**config.mk**
```make
export PLATFORM = sky130hd
export DESIGN_NAME = stx_frame_deframer_xor_check_top
export DESIGN_NICKNAME = d
export VERILOG_FILES = /design/src/hw/rtl/sfd_pkg.sv /design/src/hw/rtl/sfd_frame.sv /design/src/hw/rtl/stx_frame_deframer_xor_check_top.sv
export SDC_FILE = /design/constraint.sdc
export NUM_CORES = 1
export LEC_CHECK = 0
export ABC_CLOCK_PERIOD_IN_PS = 6950
export BUFFER_PORTS_ARGS = -buffer_cell sky130_fd_sc_hd__buf_4
export CAP_MARGIN = 25
export CELL_PAD_IN_SITES_DETAIL_PLACEMENT = 0
export CELL_PAD_IN_SITES_GLOBAL_PLACEMENT = 1
export CORE_MARGIN = 4
export CORE_UTILIZATION = 47
export DETAILED_ROUTE_END_ITERATION = 8
export PLACE_DENSITY = 0.86
export SLEW_MARGIN = 5
export SYNTH_ARGS = -nofsm -noshare
export SYNTH_HDL_FRONTEND = slang
export SYNTH_SLANG_ARGS = --single-unit
```
**constraint.sdc**
```tcl
create_clock -name clk_i -period 6.95 [get_ports clk_i]
set_input_delay 1.0425 -clock clk_i [delete_from_list [all_inputs] [get_ports clk_i]]
set_output_delay 1.0425 -clock clk_i [all_outputs]
set_load 0.02 [all_outputs]
```
**src/hw/rtl/sfd_pkg.sv**
```systemverilog
package sfd_pkg;

  localparam int unsigned PosWidth    = 17;
  localparam int unsigned HeaderBytes = 5;
  localparam int unsigned MinPacket   = 6;
  localparam logic [PosWidth-1:0] PosMax = {PosWidth{1'b1}};

  localparam logic [7:0] StartMarkerReset = 8'h02;

  typedef enum logic [1:0] {
    PosStart    = 2'd0,
    PosCommand  = 2'd1,
    PosResponse = 2'd2
  } hdr_pos_e;

  typedef enum logic {
    KIND_DATA   = 1'b0,
    KIND_STATUS = 1'b1
  } kind_e;

  typedef enum logic [2:0] {
    ST_OK           = 3'd0,
    ST_TOO_SHORT    = 3'd1,
    ST_BAD_START    = 3'd2,
    ST_BAD_CHECKSUM = 3'd3,
    ST_LEN_MISMATCH = 3'd4
  } frame_status_e;

  typedef struct packed {
    logic          valid;
    kind_e         kind;
    logic [7:0]    data;
    logic [7:0]    command;
    logic [7:0]    response;
    logic [15:0]   length;
    frame_status_e status;
  } res_t;

endpackage

```
**src/hw/rtl/sfd_frame.sv**
```systemverilog
module sfd_frame import sfd_pkg::*; (
  input  logic       clk_i,
  input  logic       rst_ni,
  input  logic [7:0] start_marker_i,
  input  logic       step_i,
  input  logic [7:0] byte_i,
  input  logic       last_i,
  output res_t       res_o
);

  logic [PosWidth-1:0] pos_q, pos_d;
  logic [7:0]          xor_q, xor_d;
  logic                start_ok_q, start_ok_d;
  logic [7:0]          cmd_q, cmd_d;
  logic [7:0]          rsp_q, rsp_d;
  logic [15:0]         len_q, len_d;

  logic [PosWidth:0]   size_w;
  logic [PosWidth:0]   need_w;
  logic [PosWidth-1:0] data_off_w;
  frame_status_e       status_w;

  assign size_w     = {1'b0, pos_q} + (PosWidth+1)'(1);
  assign need_w     = (PosWidth+1)'(MinPacket) + {{(PosWidth+1-16){1'b0}}, len_q};
  assign data_off_w = pos_q - PosWidth'(HeaderBytes);

  always_comb begin
    if (size_w < (PosWidth+1)'(MinPacket)) begin
      status_w = ST_TOO_SHORT;
    end else if (!start_ok_q) begin
      status_w = ST_BAD_START;
    end else if (xor_q != byte_i) begin
      status_w = ST_BAD_CHECKSUM;
    end else if (size_w < need_w) begin
      status_w = ST_LEN_MISMATCH;
    end else begin
      status_w = ST_OK;
    end
  end

  always_comb begin
    pos_d      = pos_q;
    xor_d      = xor_q;
    start_ok_d = start_ok_q;
    cmd_d      = cmd_q;
    rsp_d      = rsp_q;
    len_d      = len_q;
    res_o      = '0;
    if (last_i) begin
      pos_d      = '0;
      xor_d      = '0;
      start_ok_d = 1'b0;
      cmd_d      = '0;
      rsp_d      = '0;
      len_d      = '0;
      res_o.valid  = 1'b1;
      res_o.kind   = KIND_STATUS;
      res_o.status = status_w;
      if (status_w == ST_OK || status_w == ST_LEN_MISMATCH) begin
        res_o.command  = cmd_q;
        res_o.response = rsp_q;
        res_o.length   = len_q;
      end
    end else begin
      if (pos_q == PosWidth'(PosStart)) begin
        start_ok_d = (byte_i == start_marker_i);
      end
      if (pos_q == PosWidth'(PosCommand)) begin
        cmd_d = byte_i;
      end
      if (pos_q == PosWidth'(PosResponse)) begin
        rsp_d = byte_i;
      end
      if (pos_q == PosWidth'(HeaderBytes - 2)) begin
        len_d = {byte_i, 8'h00};
      end
      if (pos_q == PosWidth'(HeaderBytes - 1)) begin
        len_d = {len_q[15:8], byte_i};
      end
      xor_d = xor_q ^ byte_i;
      if (pos_q != PosMax) begin
        pos_d = pos_q + PosWidth'(1);
      end
      if (pos_q >= PosWidth'(HeaderBytes) &&
          data_off_w < {{(PosWidth-16){1'b0}}, len_q}) begin
        res_o.valid = 1'b1;
        res_o.kind  = KIND_DATA;
        res_o.data  = byte_i;
      end
    end
  end

  always_ff @(posedge clk_i or negedge rst_ni) begin
    if (!rst_ni) begin
      pos_q      <= '0;
      xor_q      <= '0;
      start_ok_q <= 1'b0;
      cmd_q      <= '0;
      rsp_q      <= '0;
      len_q      <= '0;
    end else if (step_i) begin
      pos_q      <= pos_d;
      xor_q      <= xor_d;
      start_ok_q <= start_ok_d;
      cmd_q      <= cmd_d;
      rsp_q      <= rsp_d;
      len_q      <= len_d;
    end
  end

  a_clear_after_last: assert property (@(posedge clk_i) disable iff (!rst_ni)
    step_i && last_i |=> pos_q == '0 && xor_q == '0 && !start_ok_q)
    else $error("framing state not cleared after final beat");

  a_no_data_in_header: assert property (@(posedge clk_i) disable iff (!rst_ni)
    res_o.valid && res_o.kind == KIND_DATA |-> pos_q >= PosWidth'(HeaderBytes) && !last_i)
    else $error("data result from a header or final beat");

  a_pos_moves_by_one: assert property (@(posedge clk_i) disable iff (!rst_ni)
    step_i && !last_i && pos_q != PosMax |=> pos_q == $past(pos_q) + PosWidth'(1))
    else $error("position did not advance by one");

endmodule

```
**src/hw/rtl/stx_frame_deframer_xor_check_top.sv**
```systemverilog
// Packet deframer with XOR checksum check.
// Input channel: one packet byte per beat on in_byte_i, with in_last_i set on
// the final beat, which carries the checksum. Output channel: one result per
// beat, either a data byte (out_kind_o low) or an end-of-packet status (high)
// with command, response code and data length captured on an OK or length
// mismatch. Header beats and bytes past the data length produce no result.
// The start marker register is written through the cfg channel, which is
// always ready; it must only be written while no packet byte is in flight.
// An accepted beat is held in the input register; its result is registered in
// the result register when the beat advances. Throughput is one beat per cycle
// with a ready receiver, set by the single input and single result registers.
// When the receiver stalls, the result register holds. Beats that produce no
// result still pass, but the first beat that needs the result register waits
// in the input register with in_ready_o low until the pending result is taken.
// Reset clears the framing state, empties both registers and restores the
// start marker to 0x02.
module stx_frame_deframer_xor_check_top import sfd_pkg::*; (
  input  logic        clk_i,
  input  logic        rst_ni,
  input  logic        cfg_valid_i,
  output logic        cfg_ready_o,
  input  logic [7:0]  cfg_data_i,
  input  logic        in_valid_i,
  output logic        in_ready_o,
  input  logic [7:0]  in_byte_i,
  input  logic        in_last_i,
  output logic        out_valid_o,
  input  logic        out_ready_i,
  output logic        out_kind_o,
  output logic [7:0]  out_byte_o,
  output logic [7:0]  command_code_o,
  output logic [7:0]  response_code_o,
  output logic [15:0] data_length_o,
  output logic [2:0]  frame_status_o
);

  logic [7:0] marker_q;
  logic       s1_valid_q;
  logic [7:0] s1_byte_q;
  logic       s1_last_q;
  logic       out_valid_q, out_valid_d;
  res_t       res_q;
  res_t       res_w;
  logic       advance_w;

  assign cfg_ready_o = 1'b1;

  always_ff @(posedge clk_i or negedge rst_ni) begin
    if (!rst_ni) begin
      marker_q <= StartMarkerReset;
    end else if (cfg_valid_i) begin
      marker_q <= cfg_data_i;
    end
  end

  sfd_frame u_frame (
    .clk_i          (clk_i),
    .rst_ni         (rst_ni),
    .start_marker_i (marker_q),
    .step_i         (advance_w),
    .byte_i         (s1_byte_q),
    .last_i         (s1_last_q),
    .res_o          (res_w)
  );

  assign advance_w   = s1_valid_q && (!res_w.valid || !out_valid_q || out_ready_i);
  assign in_ready_o  = !s1_valid_q || advance_w;
  assign out_valid_d = (advance_w && res_w.valid) || (out_valid_q && !out_ready_i);

  always_ff @(posedge clk_i or negedge rst_ni) begin
    if (!rst_ni) begin
      s1_valid_q  <= 1'b0;
      out_valid_q <= 1'b0;
    end else begin
      if (in_ready_o) begin
        s1_valid_q <= in_valid_i;
      end
      out_valid_q <= out_valid_d;
    end
  end

  always_ff @(posedge clk_i) begin
    if (in_valid_i && in_ready_o) begin
      s1_byte_q <= in_byte_i;
      s1_last_q <= in_last_i;
    end
    if (advance_w && res_w.valid) begin
      res_q <= res_w;
    end
  end

  assign out_valid_o     = out_valid_q;
  assign out_kind_o      = res_q.kind;
  assign out_byte_o      = res_q.data;
  assign command_code_o  = res_q.command;
  assign response_code_o = res_q.response;
  assign data_length_o   = res_q.length;
  assign frame_status_o  = res_q.status;

  a_ready_when_empty: assert property (@(posedge clk_i) disable iff (!rst_ni)
    !s1_valid_q |-> in_ready_o)
    else $error("input stalled with an empty input register");

  a_data_fields_clear: assert property (@(posedge clk_i) disable iff (!rst_ni)
    out_valid_q && res_q.kind == KIND_DATA |->
      res_q.status == ST_OK && res_q.command == '0 && res_q.length == '0)
    else $error("data result carries status fields");

  a_failed_status_clear: assert property (@(posedge clk_i) disable iff (!rst_ni)
    out_valid_q && res_q.kind == KIND_STATUS &&
      (res_q.status == ST_TOO_SHORT || res_q.status == ST_BAD_START ||
       res_q.status == ST_BAD_CHECKSUM) |->
      res_q.command == '0 && res_q.response == '0 && res_q.length == '0 &&
      res_q.data == '0)
    else $error("failed status result carries captured header fields");

  a_no_overwrite: assert property (@(posedge clk_i) disable iff (!rst_ni)
    out_valid_q && !out_ready_i |=> res_q == $past(res_q))
    else $error("pending result overwritten");

endmodule
```
# == After elaboration in Yosys (flattened, before gate mapping) ==
# Index checks and enable logic that the tools add are counted.
# word_totals
wordCells,85
in_bits,22
out_inout_bits,47
regBits,121
# classes
reduce_logical,30
add_sub_neg,4
n_eq_ne,9
magnitude_cmp,4
bitwise,2
mux,18
# ops
op,count
two-way mux 16 bit,3
two-way mux 8 bit,5
"== test 17 x 2 -> 1 bit, second input constant",2
two-way mux 17 bit,2
"adder 17 x 1 -> 18 bit, second input constant",1
< comparator 18 bit,1
"< comparator 18 x 3 -> 1 bit, second input constant",1
"adder 17 x 1 -> 17 bit, second input constant",1
"adder 3 x 16 -> 17 bit, first input constant",1
"== test 17 x 1 -> 1 bit, second input constant",1
"== test 17 x 3 -> 1 bit, second input constant",1
"greater-or-equal comparator 17 x 3 -> 1 bit, second input constant",1
logical NOT 17 bit,1
< comparator 17 x 16 -> 1 bit,1
"!= test 17 bit, second input constant",1
"subtractor 17 x 3 -> 17 bit, second input constant",1
two-way mux 3 bit,4
AND reduction 2 bit,6
two-way mux 10 bit,1
nonzero test 2 bit,5
== test 8 bit,1
!= test 8 bit,1
bitwise XOR 8 bit,1
logical AND 1 bit,5
11 further kinds,19

# == Longest topological paths before layout ==
# Gate-level depths: netlist of the first run.
# logic_depth
depth_word,11
depth_mapped,17
mapped_depth_nobuf,15

# == By module ==
# Synthesis of the first run repeated with hierarchy kept, for this count alone.
# unflattened
cells_unflattened,666
area_unflattened_um2,6856.6
# by_module_without_submodules
mod,cells_each,area_each_um2,instances
sfd_frame,584,4822.1,1
stx_frame_deframer_xor_check_top,82,2034.5,1

# == Least setup slack after synthesis of the first run ==
# OpenSTA, ideal clock, no wires.
# synth_path
path_kind,flip-flop to flip-flop
from,reg u_frame.pos_q[0]
to,reg res_q (netlist bit command_code_o[0]) (enable)
path_slack_ns,1.307
synth_period_minus_slack_ns,5.643
stages_incl_launch_ff,15
arrival_time_ns,5.198
n_path_buf,0
path_cell_list,dfrtp_1 > o21ai_0 > nand2_1 > or3_1 > or4_1 > nor3_1 > xor2_1 > ha_1 > and2_1 > a221oi_1 > a2bb2oi_1 > o31ai_1 > o21ai_0 > nand2_1 > nor2_1
# synth_between
elab_chain_cells,10
elab_cells_between_ends,11
cone_classes,add/sub (1); order compare (2); mux (2); reduce/logical (6)
# synth_rtl
item,line_no,text
"start, declared",sfd_frame.sv:11,"logic [PosWidth-1:0] pos_q, pos_d;"
"start signal, assigned",sfd_frame.sv:102,pos_q <= pos_d;
subtractor 17 x 3 -> 17 bit,sfd_frame.sv:25,assign data_off_w = pos_q - PosWidth'(HeaderBytes);
< comparator 17 x 16 -> 1 bit,sfd_frame.sv:85,"data_off_w < {{(PosWidth-16){1'b0}}, len_q}) begin"
logical AND 1 bit (*),sfd_frame.sv:84,if (pos_q >= PosWidth'(HeaderBytes) &&
two-way mux 10 bit (*),sfd_frame.sv:84,
two-way mux 2 bit (*),sfd_frame.sv:49,if (last_i) begin
logical NOT 1 bit,stx_frame_deframer_xor_check_top.sv:66,assign advance_w = s1_valid_q && (!res_w.valid || !out_valid_q || out_ready_i);
logical OR 1 bit (2 in series),stx_frame_deframer_xor_check_top.sv:66,
logical AND 1 bit,stx_frame_deframer_xor_check_top.sv:66,
logical AND 1 bit (*),stx_frame_deframer_xor_check_top.sv:87,if (advance_w && res_w.valid) begin
"end signal, assigned",stx_frame_deframer_xor_check_top.sv:88,res_q <= res_w;
"end, declared",stx_frame_deframer_xor_check_top.sv:42,res_t res_q;
# Mark *: on every way between the ends. The rest lies on a longest branch, timed or not.
# A chain may end at the register's enable or synchronous reset.

# == Worst setup path in the final report of the first run ==
# layout_path
from,reg u_frame.pos_q[0]
to,out in_ready_o
# layout_between
elab_chain_cells,10
elab_cells_between_ends,11
cone_classes,add/sub (1); order compare (2); mux (2); reduce/logical (6)
# layout_rtl
item,line_no,text
subtractor 17 x 3 -> 17 bit,sfd_frame.sv:25,
< comparator 17 x 16 -> 1 bit,sfd_frame.sv:85,
logical AND 1 bit (*),sfd_frame.sv:84,
two-way mux 10 bit (*),sfd_frame.sv:84,
two-way mux 2 bit (*),sfd_frame.sv:49,
logical NOT 1 bit (*),stx_frame_deframer_xor_check_top.sv:66,
logical OR 1 bit (*) (2 in series),stx_frame_deframer_xor_check_top.sv:66,
logical AND 1 bit (*),stx_frame_deframer_xor_check_top.sv:66,
logical OR 1 bit (*),stx_frame_deframer_xor_check_top.sv:67,assign in_ready_o = !s1_valid_q || advance_w;
"end, declared",stx_frame_deframer_xor_check_top.sv:24,"output logic in_ready_o,"
# Marks and branches as above.

==> results of run 1 <==
registers in the layout, indices dropped and copies added, names as in the netlist, 8 cells and up:
signal	flops
response_code_o	8
s1_byte_q	8
command_code_o	8
out_byte_o	8
u_frame.cmd_q	8
u_frame.len_q	16
marker_q	8
u_frame.pos_q	17
data_length_o	16
u_frame.xor_q	8
u_frame.rsp_q	8
layout make-up:
type                            count  share of cell area (%)
Timing Repair Buffer               71                    6.71
Clock buffer                       18                    5.28
Clock inverter                     14                    2.39
Tap cell                          184                    2.83
Multi-Input combinational cell    470                    41.1
Inverter                           25                    1.15
Sequential cell                   121                    40.5
metrics by stage:
| stage | hold WS, ns | power (mW) | worst slack (ns) | util (%) |
|---|---|---|---|---|
| after floorplan | 0.448 | 1.10 | 1.31 | - |
| after global placement | 0.486 | 1.19 | 1.97 | 51.7 |
| after detailed placement | 0.492 | 1.21 | 2.00 | 51.8 |
| after CTS | 0.505 | 2.14 | 1.54 | 56.1 |
| after global routing | 0.521 | 2.22 | 1.20 | 56.1 |
| final | 0.505 | 2.13 | 1.50 | 56.1 |
cells in the mapped netlist (4+ instances only):
master     number
inv_1          24
nand4_1        10
xnor2_1        37
buf_2           5
a22o_1          5
nor4_1          5
o21ai_0        43
nand3_1        21
and3_1          4
xor2_1         18
dfrtp_1        67
nand2b_1       13
o2bb2ai_1       9
o21a_1          4
and2_1         34
buf_6           4
nand2_1        42
a21oi_1        20
or3_1           4
a21o_1          8
o31ai_1        16
edfxtp_1       53
mux2_2         25
clkbuf_1       21
nor2b_1        12
ha_1           37
nor2_1         40
nor3_1         14
power by group through the flow:
stage          sequential, mW  clock, mW  combinational (mW)
6_report                0.869      0.932               0.330
5_1_grt                 0.875      0.977               0.368
4_1_cts                 0.868      0.944               0.331
3_5_place_dp            0.881          0               0.327
3_3_place_gp            0.876          0               0.311
2_1_floorplan           0.873          0               0.223
worst max path at each step:
stage / to / from / cells after the start
after floorplan: command_code_o[0]$_SDFFCE_PN0P_ / u_frame.pos_q[0]$_DFFE_PN0P_ / 14
after global placement: frame_status_o[2]$_SDFFCE_PN0P_ / u_frame.pos_q[0]$_DFFE_PN0P_ / 14
after detailed placement: in_ready_o / u_frame.pos_q[0]$_DFFE_PN0P_ / 14
after CTS: in_ready_o / u_frame.pos_q[0]$_DFFE_PN0P_ / 14
after global routing: in_ready_o / u_frame.pos_q[0]$_DFFE_PN0P_ / 14
final: in_ready_o / u_frame.pos_q[0]$_DFFE_PN0P_ / 14
routing by layer:
metal,track usage [%],vias up,wire (um)
met5,0,-,0
met2,31.8,155,7810
met3,3.63,34,782
met1,28.1,2546,7540
met4,8.46,0,432
li1,-,2450,-
layout by cell type, fill, tap and decap left out, types with 3 or more instances in the layout:
| cell type | count |
|---|---|
| inv_1 | 24 |
| o21a_1 | 4 |
| o211ai_1 | 3 |
| or4_1 | 3 |
| xnor2_1 | 37 |
| dfrtp_1 | 67 |
| clkinvlp_4 | 4 |
| a211oi_1 | 3 |
| ha_1 | 37 |
| o21ai_0 | 43 |
| buf_4 | 70 |
| a21o_1 | 8 |
| xor2_1 | 18 |
| nor2_1 | 39 |
| clkbuf_16 | 17 |
| nor4_1 | 5 |
| inv_6 | 3 |
| nand2_1 | 42 |
| nand2b_1 | 13 |
| nand4_1 | 10 |
| o2bb2ai_1 | 9 |
| and4_1 | 3 |
| and2_1 | 34 |
| nor2b_1 | 12 |
| a21oi_1 | 20 |
| and3_1 | 4 |
| nand3_1 | 21 |
| bufinv_16 | 4 |
| a22o_1 | 5 |
| nor3_1 | 14 |
| or3_1 | 4 |
| edfxtp_1 | 53 |
| mux2_2 | 25 |
| o31ai_1 | 16 |
worst max-delay path, delay by kind of cell, from the launching register on:
family | cells | cell delay (ns)
AND/OR/NAND/NOR | 6 | 1.47
AO/OA/AOI/OAI | 5 | 1.45
flip-flops | 1 | 0.45
adder cells (fa/ha/maj) | 1 | 0.25
buffers and inverters | 1 | 0.19
XOR/XNOR | 1 | 0.17
cells by family after synthesis:
group | count (synthesis) | synth area share [%]
multiplexers | 26 | 4.22
flip-flops | 121 | 47.7
adder cells (fa/ha/maj) | 38 | 6.85
AO/OA/AOI/OAI | 131 | 12.9
other | 1 | 0.0543
buffers and inverters | 60 | 3.95
XOR/XNOR | 55 | 6.98
AND/OR/NAND/NOR | 219 | 17.3
==> results.toml, run 1 <==
[clock_tree]
clkSinkCount = 121
cts_buffers = 17
h-tree-depth = 4
postCtsSetupBuffers = 0
cts_hold_buf = 0
path_clk_slew_ns = 0.06
cts.repair.resized = 0
clock_latency_ns = 0.42
cts_tree = "done"
cts-root-buf = "clkbuf_16"
cts_buffer_depth = 2

[pwr]
net-switching-power_uw = 575
power.internal_mw = 1.56
power_density_mw_per_mm2 = 262
p_seq_share_pct = 40.8
p_clk_share_pct = 43.7
p_leak_nw = 3.37
p_comb_share_pct = 15.5
ir_worst_vdd_mv = 0.170
swShare_pct = 27.0

[global_routing]
antenna_found_initial = 0
grt-ovfl-total = 0
first_global_vias = 5183
grt_max_degree = 69
grt_first_pass_wirelength_mm = 26.6
grtUsageTotal_pct = 20.4

[timing]
setup_viol = 0
fin_crit_sh_pct = 78.5
clock.fmax_ghz = 0.183
skew_ns = 0.00866
relSlewSlack_pct = 38.9
tightestPinTransition_ns = 0.912
period_needed_ns = 5.45
drv_slew = 0
fin_tns_setup_ns = 0
rsz0062_at_grt = "false"
hold_viol = 0

[hold_path]
hold_start = "u_frame.cmd_q[2]$_DFFE_PN0P_"
holdPathStages = 1
holdCritPathClass = "reg2reg"
whs_endpoint = "u_frame.cmd_q[2]$_DFFE_PN0P_"

[die]
initial_core_util_pct = 47.7
fp.coreArea_mm2 = 0.0145
dieHeight_um = 129
ioPinCount = 69
fp-row-count = 44
die_width_um = 129
die-area_mm2 = 0.0167

[critical_path]
crit_path_cell_trace = "o21ai_0 -> nand2_1 -> or3_1 -> or4_1 -> nor3_1 -> xor2_1 -> ha_1 -> and2_1 -> a221oi_1 -> a2bb2oi_1 -> o31ai_1 -> o21ai_0 -> nand3_1 -> buf_4"
cp-end-kind = "output port"
critPathLaunchType = "register"
crit_arrival_ns = 4.41
reg2reg_depth = 14
timing.rr.end = "u_frame.cmd_q[7]$_DFFE_PN0P_"
reg2reg_from = "u_frame.pos_q[0]$_DFFE_PN0P_"
cp_max_fo = 7
slowest_stage = "o21ai_0"
cp_common_cell = "o21ai_0"
worst_ep_required_time_ns = 5.91
max_stage_delay_ns = 0.46
reg2reg_slack_ns = 1.93
crit_type = "reg2out"

[cells_and_area]
regArea_mm2 = 0.00329
fill_cells = 1248
nets = 765
final_design_area_no_fill_mm2 = 0.00813
drive_above_1_share_pct = 19.9
layout.cells.non_filler = 903
area_growth_pct = 17.8
n_antenna_cell = 0
multi_input_comb_area_mm2 = 0.00334

[drt]
viasPerCell = 5.74
drt_iter0_markers = 482
num_vias = 5185
routed_wl_mm = 16.6
dr.pass1.iters = 5
ant_nets = 0
wl_per_cell_um = 18.3
drc_errors = 0

[logic_synthesis]
yosys.area.top_type_share_pct = 24.3
yosysSeqAreaShare_pct = 47.7
ys_top_cells_by_area = "dfrtp_1 24%, edfxtp_1 23%, ha_1 6.7%, xnor2_1 4.7%, mux2_2 4.1%"
yosysTopAreaCell = "dfrtp_1"
syn_area_mm2 = 0.00690
synth_edf_count = 53
synth-seq-cells = 121
synthCells = 651
syn_nets = 710
synth_area_per_cell_um2 = 10.6
yosysWarnings = 0
async_flop_share_pct = 56.2
ys_types = 67
ys_dominant_reg_cell = "dfrtp_1"

[place]
gp_congestion = 0.881
io_buffers = 67
dpl-instance-area_mm2 = 0.00750
dp_cells = 871
dp_hpwl_mm = 11.9

[run_status]
status = "complete, no violations"

[job]
max_cap_violations = 0
(Power assumes the default switching activity.)
==> run 2, diff against run 1 <==
--- a/config.mk
+++ b/config.mk
@@ -5,7 +5,7 @@
 export SDC_FILE = /design/constraint.sdc
 export NUM_CORES = 1
 export LEC_CHECK = 0
-export ABC_CLOCK_PERIOD_IN_PS = 6950
+export ABC_CLOCK_PERIOD_IN_PS = 5500
 export BUFFER_PORTS_ARGS = -buffer_cell sky130_fd_sc_hd__buf_4
 export CAP_MARGIN = 25
 export CELL_PAD_IN_SITES_DETAIL_PLACEMENT = 0
==> constraint.sdc (replaced) <==
create_clock -name clk_i -period 5.5 [get_ports clk_i]
set_input_delay 0.825 -clock clk_i [delete_from_list [all_inputs] [get_ports clk_i]]
set_output_delay 0.825 -clock clk_i [all_outputs]
set_load 0.02 [all_outputs]
==> results.toml, run 2 (same netlist as run 1, synthesis figures left out) <==
[drt]
ant_nets = 0
top_layer = "met4"
dr_wl_met3_um = 969
dr_wl_met2_mm = 7.84
drt_iter0_markers = 344
drc_errors = 0
dr.pass1.iters = 5
routedLengthMet1_mm = 7.53
num_vias = 5103
viasPerCell = 5.63
wl_per_cell_um = 18.4
routed_wl_mm = 16.7

[clock_tree]
clock_latency_ns = 0.42
cts_tree = "done"
cts_buffer_depth = 2
h-tree-depth = 4
cts_hold_buf = 0
path_clk_slew_ns = 0.06
cts-root-buf = "clkbuf_16"
cts.repair.resized = 0
postCtsSetupBuffers = 0
clkSinkCount = 121
cts_buffers = 17

[die]
initial_core_util_pct = 47.7
die_width_um = 129
fp-row-count = 44
fp.coreArea_mm2 = 0.0145
dieHeight_um = 129
die-area_mm2 = 0.0167
ioPinCount = 69

[timing]
relSlewSlack_pct = 36.1
skew_ns = 0.00561
fin_tns_setup_ns = 0
clock.fmax_ghz = 0.195
hold_viol = 0
tightestPinTransition_ns = 0.950
setup_viol = 0
rsz0062_at_grt = "false"
drv_slew = 0
fin_crit_sh_pct = 93.4
period_needed_ns = 5.14

[cells_and_area]
drive_above_1_share_pct = 20.1
regMostFlops = "u_frame.pos_q"
final_cell_mix = "74 x buf_4, 67 x dfrtp_1, 53 x edfxtp_1"
final_design_area_no_fill_mm2 = 0.00815
fin_util_pct = 56.3
fill_cells = 1234
largest_reg_flops = 17
nets = 768
layout.cells.non_filler = 906
area_growth_pct = 18.2
n_antenna_cell = 0
final_common_cell = "buf_4"

[critical_path]
cp-end-kind = "output port"
reg2reg_from = "u_frame.pos_q[0]$_DFFE_PN0P_"
worst_ep_required_time_ns = 4.68
crit_type = "reg2out"
critPathLaunchType = "register"
crit_arrival_ns = 4.31
cp_max_fo = 7
cp-startpoint = "u_frame.pos_q[0]$_DFFE_PN0P_"

[place]
gp_congestion = 0.901
dpl-instance-area_mm2 = 0.00751
dp_cells = 874
io_buffers = 67
dp_hpwl_mm = 12.0

[pwr]
p_total_mw = 2.73
power_density_mw_per_mm2 = 334
p_leak_nw = 3.40
ir_worst_vdd_mv = 0.224

[global_routing]
grtUsageTotal_pct = 20.6
first_global_vias = 4986
grt_max_degree = 69
grt-ovfl-total = 0
grt_first_pass_wirelength_mm = 26.5
antenna_found_initial = 0

[hold_path]
hold_start = "u_frame.cmd_q[7]$_DFFE_PN0P_"
holdCritPathClass = "reg2reg"

[run_status]
status = "complete, no violations"

[job]
max_cap_violations = 0
run 2: cell types whose count changed in the layout (fill, tap and decap cells not counted), sizes merged:
cell / previous run / this run
buf: 71 / 74
clkinv: 4 / 5
clkbuf: 18 / 20
bufinv: 4 / 5
inv: 27 / 26
clkinvlp: 4 / 1
run 2: critical path, cell delays in order, from the launching register on:
cell	delay, ns
dfrtp_1	0.45
o21ai_0	0.43
nand2_1	0.14
or3_1	0.38
or4_1	0.46
nor3_1	0.20
xor2_1	0.17
ha_1	0.25
and2_1	0.15
a221oi_1	0.27
a2bb2oi_1	0.23
o31ai_2	0.17
o21ai_0	0.29
nand3_1	0.12
buf_4	0.18
run 2: layout make-up:
class / count / area [um^2] / share of cell area [%]
tap: 184 / 230 / 2.82
clock inverter: 12 / 198 / 2.42
timing repair buffer: 74 / 556 / 6.81
multi-input combinational: 470 / 3350 / 41.0
inverter: 25 / 93.8 / 1.15
clock buffer: 20 / 437 / 5.36
sequential: 121 / 3290 / 40.4
run 2: report_power, final:
part           leakage, nW  switching (mW)  internal [mW]
Clock                0.306           0.407          0.804
Sequential            1.40          0.0749           1.02
Combinational         1.69           0.233          0.184
Total                 3.40           0.714           2.01
run 2: per-layer routing:
layer / GRT usage [%] / vias to the layer above
li1: - / 2445
met1: 29.2 / 2473
met2: 32.3 / 160
met3: 4.16 / 25
met4: 6.30 / 0
met5: 0 / -
run 2: worst paths after layout:
kind / to / slack [ns] / cells after the start
min reg2reg: u_frame.cmd_q[7]$_DFFE_PN0P_ / 0.50 / 1
min in group asynchronous: u_frame.rsp_q[5]$_DFFE_PN0P_ / 0.53 / 1
max reg2reg: data_length_o[13]$_SDFFCE_PN0P_ / 0.71 / 15
min: u_frame.cmd_q[7]$_DFFE_PN0P_ / 0.50 / 1
max: in_ready_o / 0.36 / 14
max in group asynchronous: u_frame.pos_q[16]$_DFFE_PN0P_ / 4.40 / 1
run 2: per-stage QoR:
step	worst slack [ns]	hold slack (ns)
2_1_floorplan	0.581	0.448
3_3_place_gp	0.821	0.483
3_5_place_dp	0.716	0.493
4_1_cts	0.340	0.505
5_1_grt	0.0250	0.527
6_report	0.365	0.505
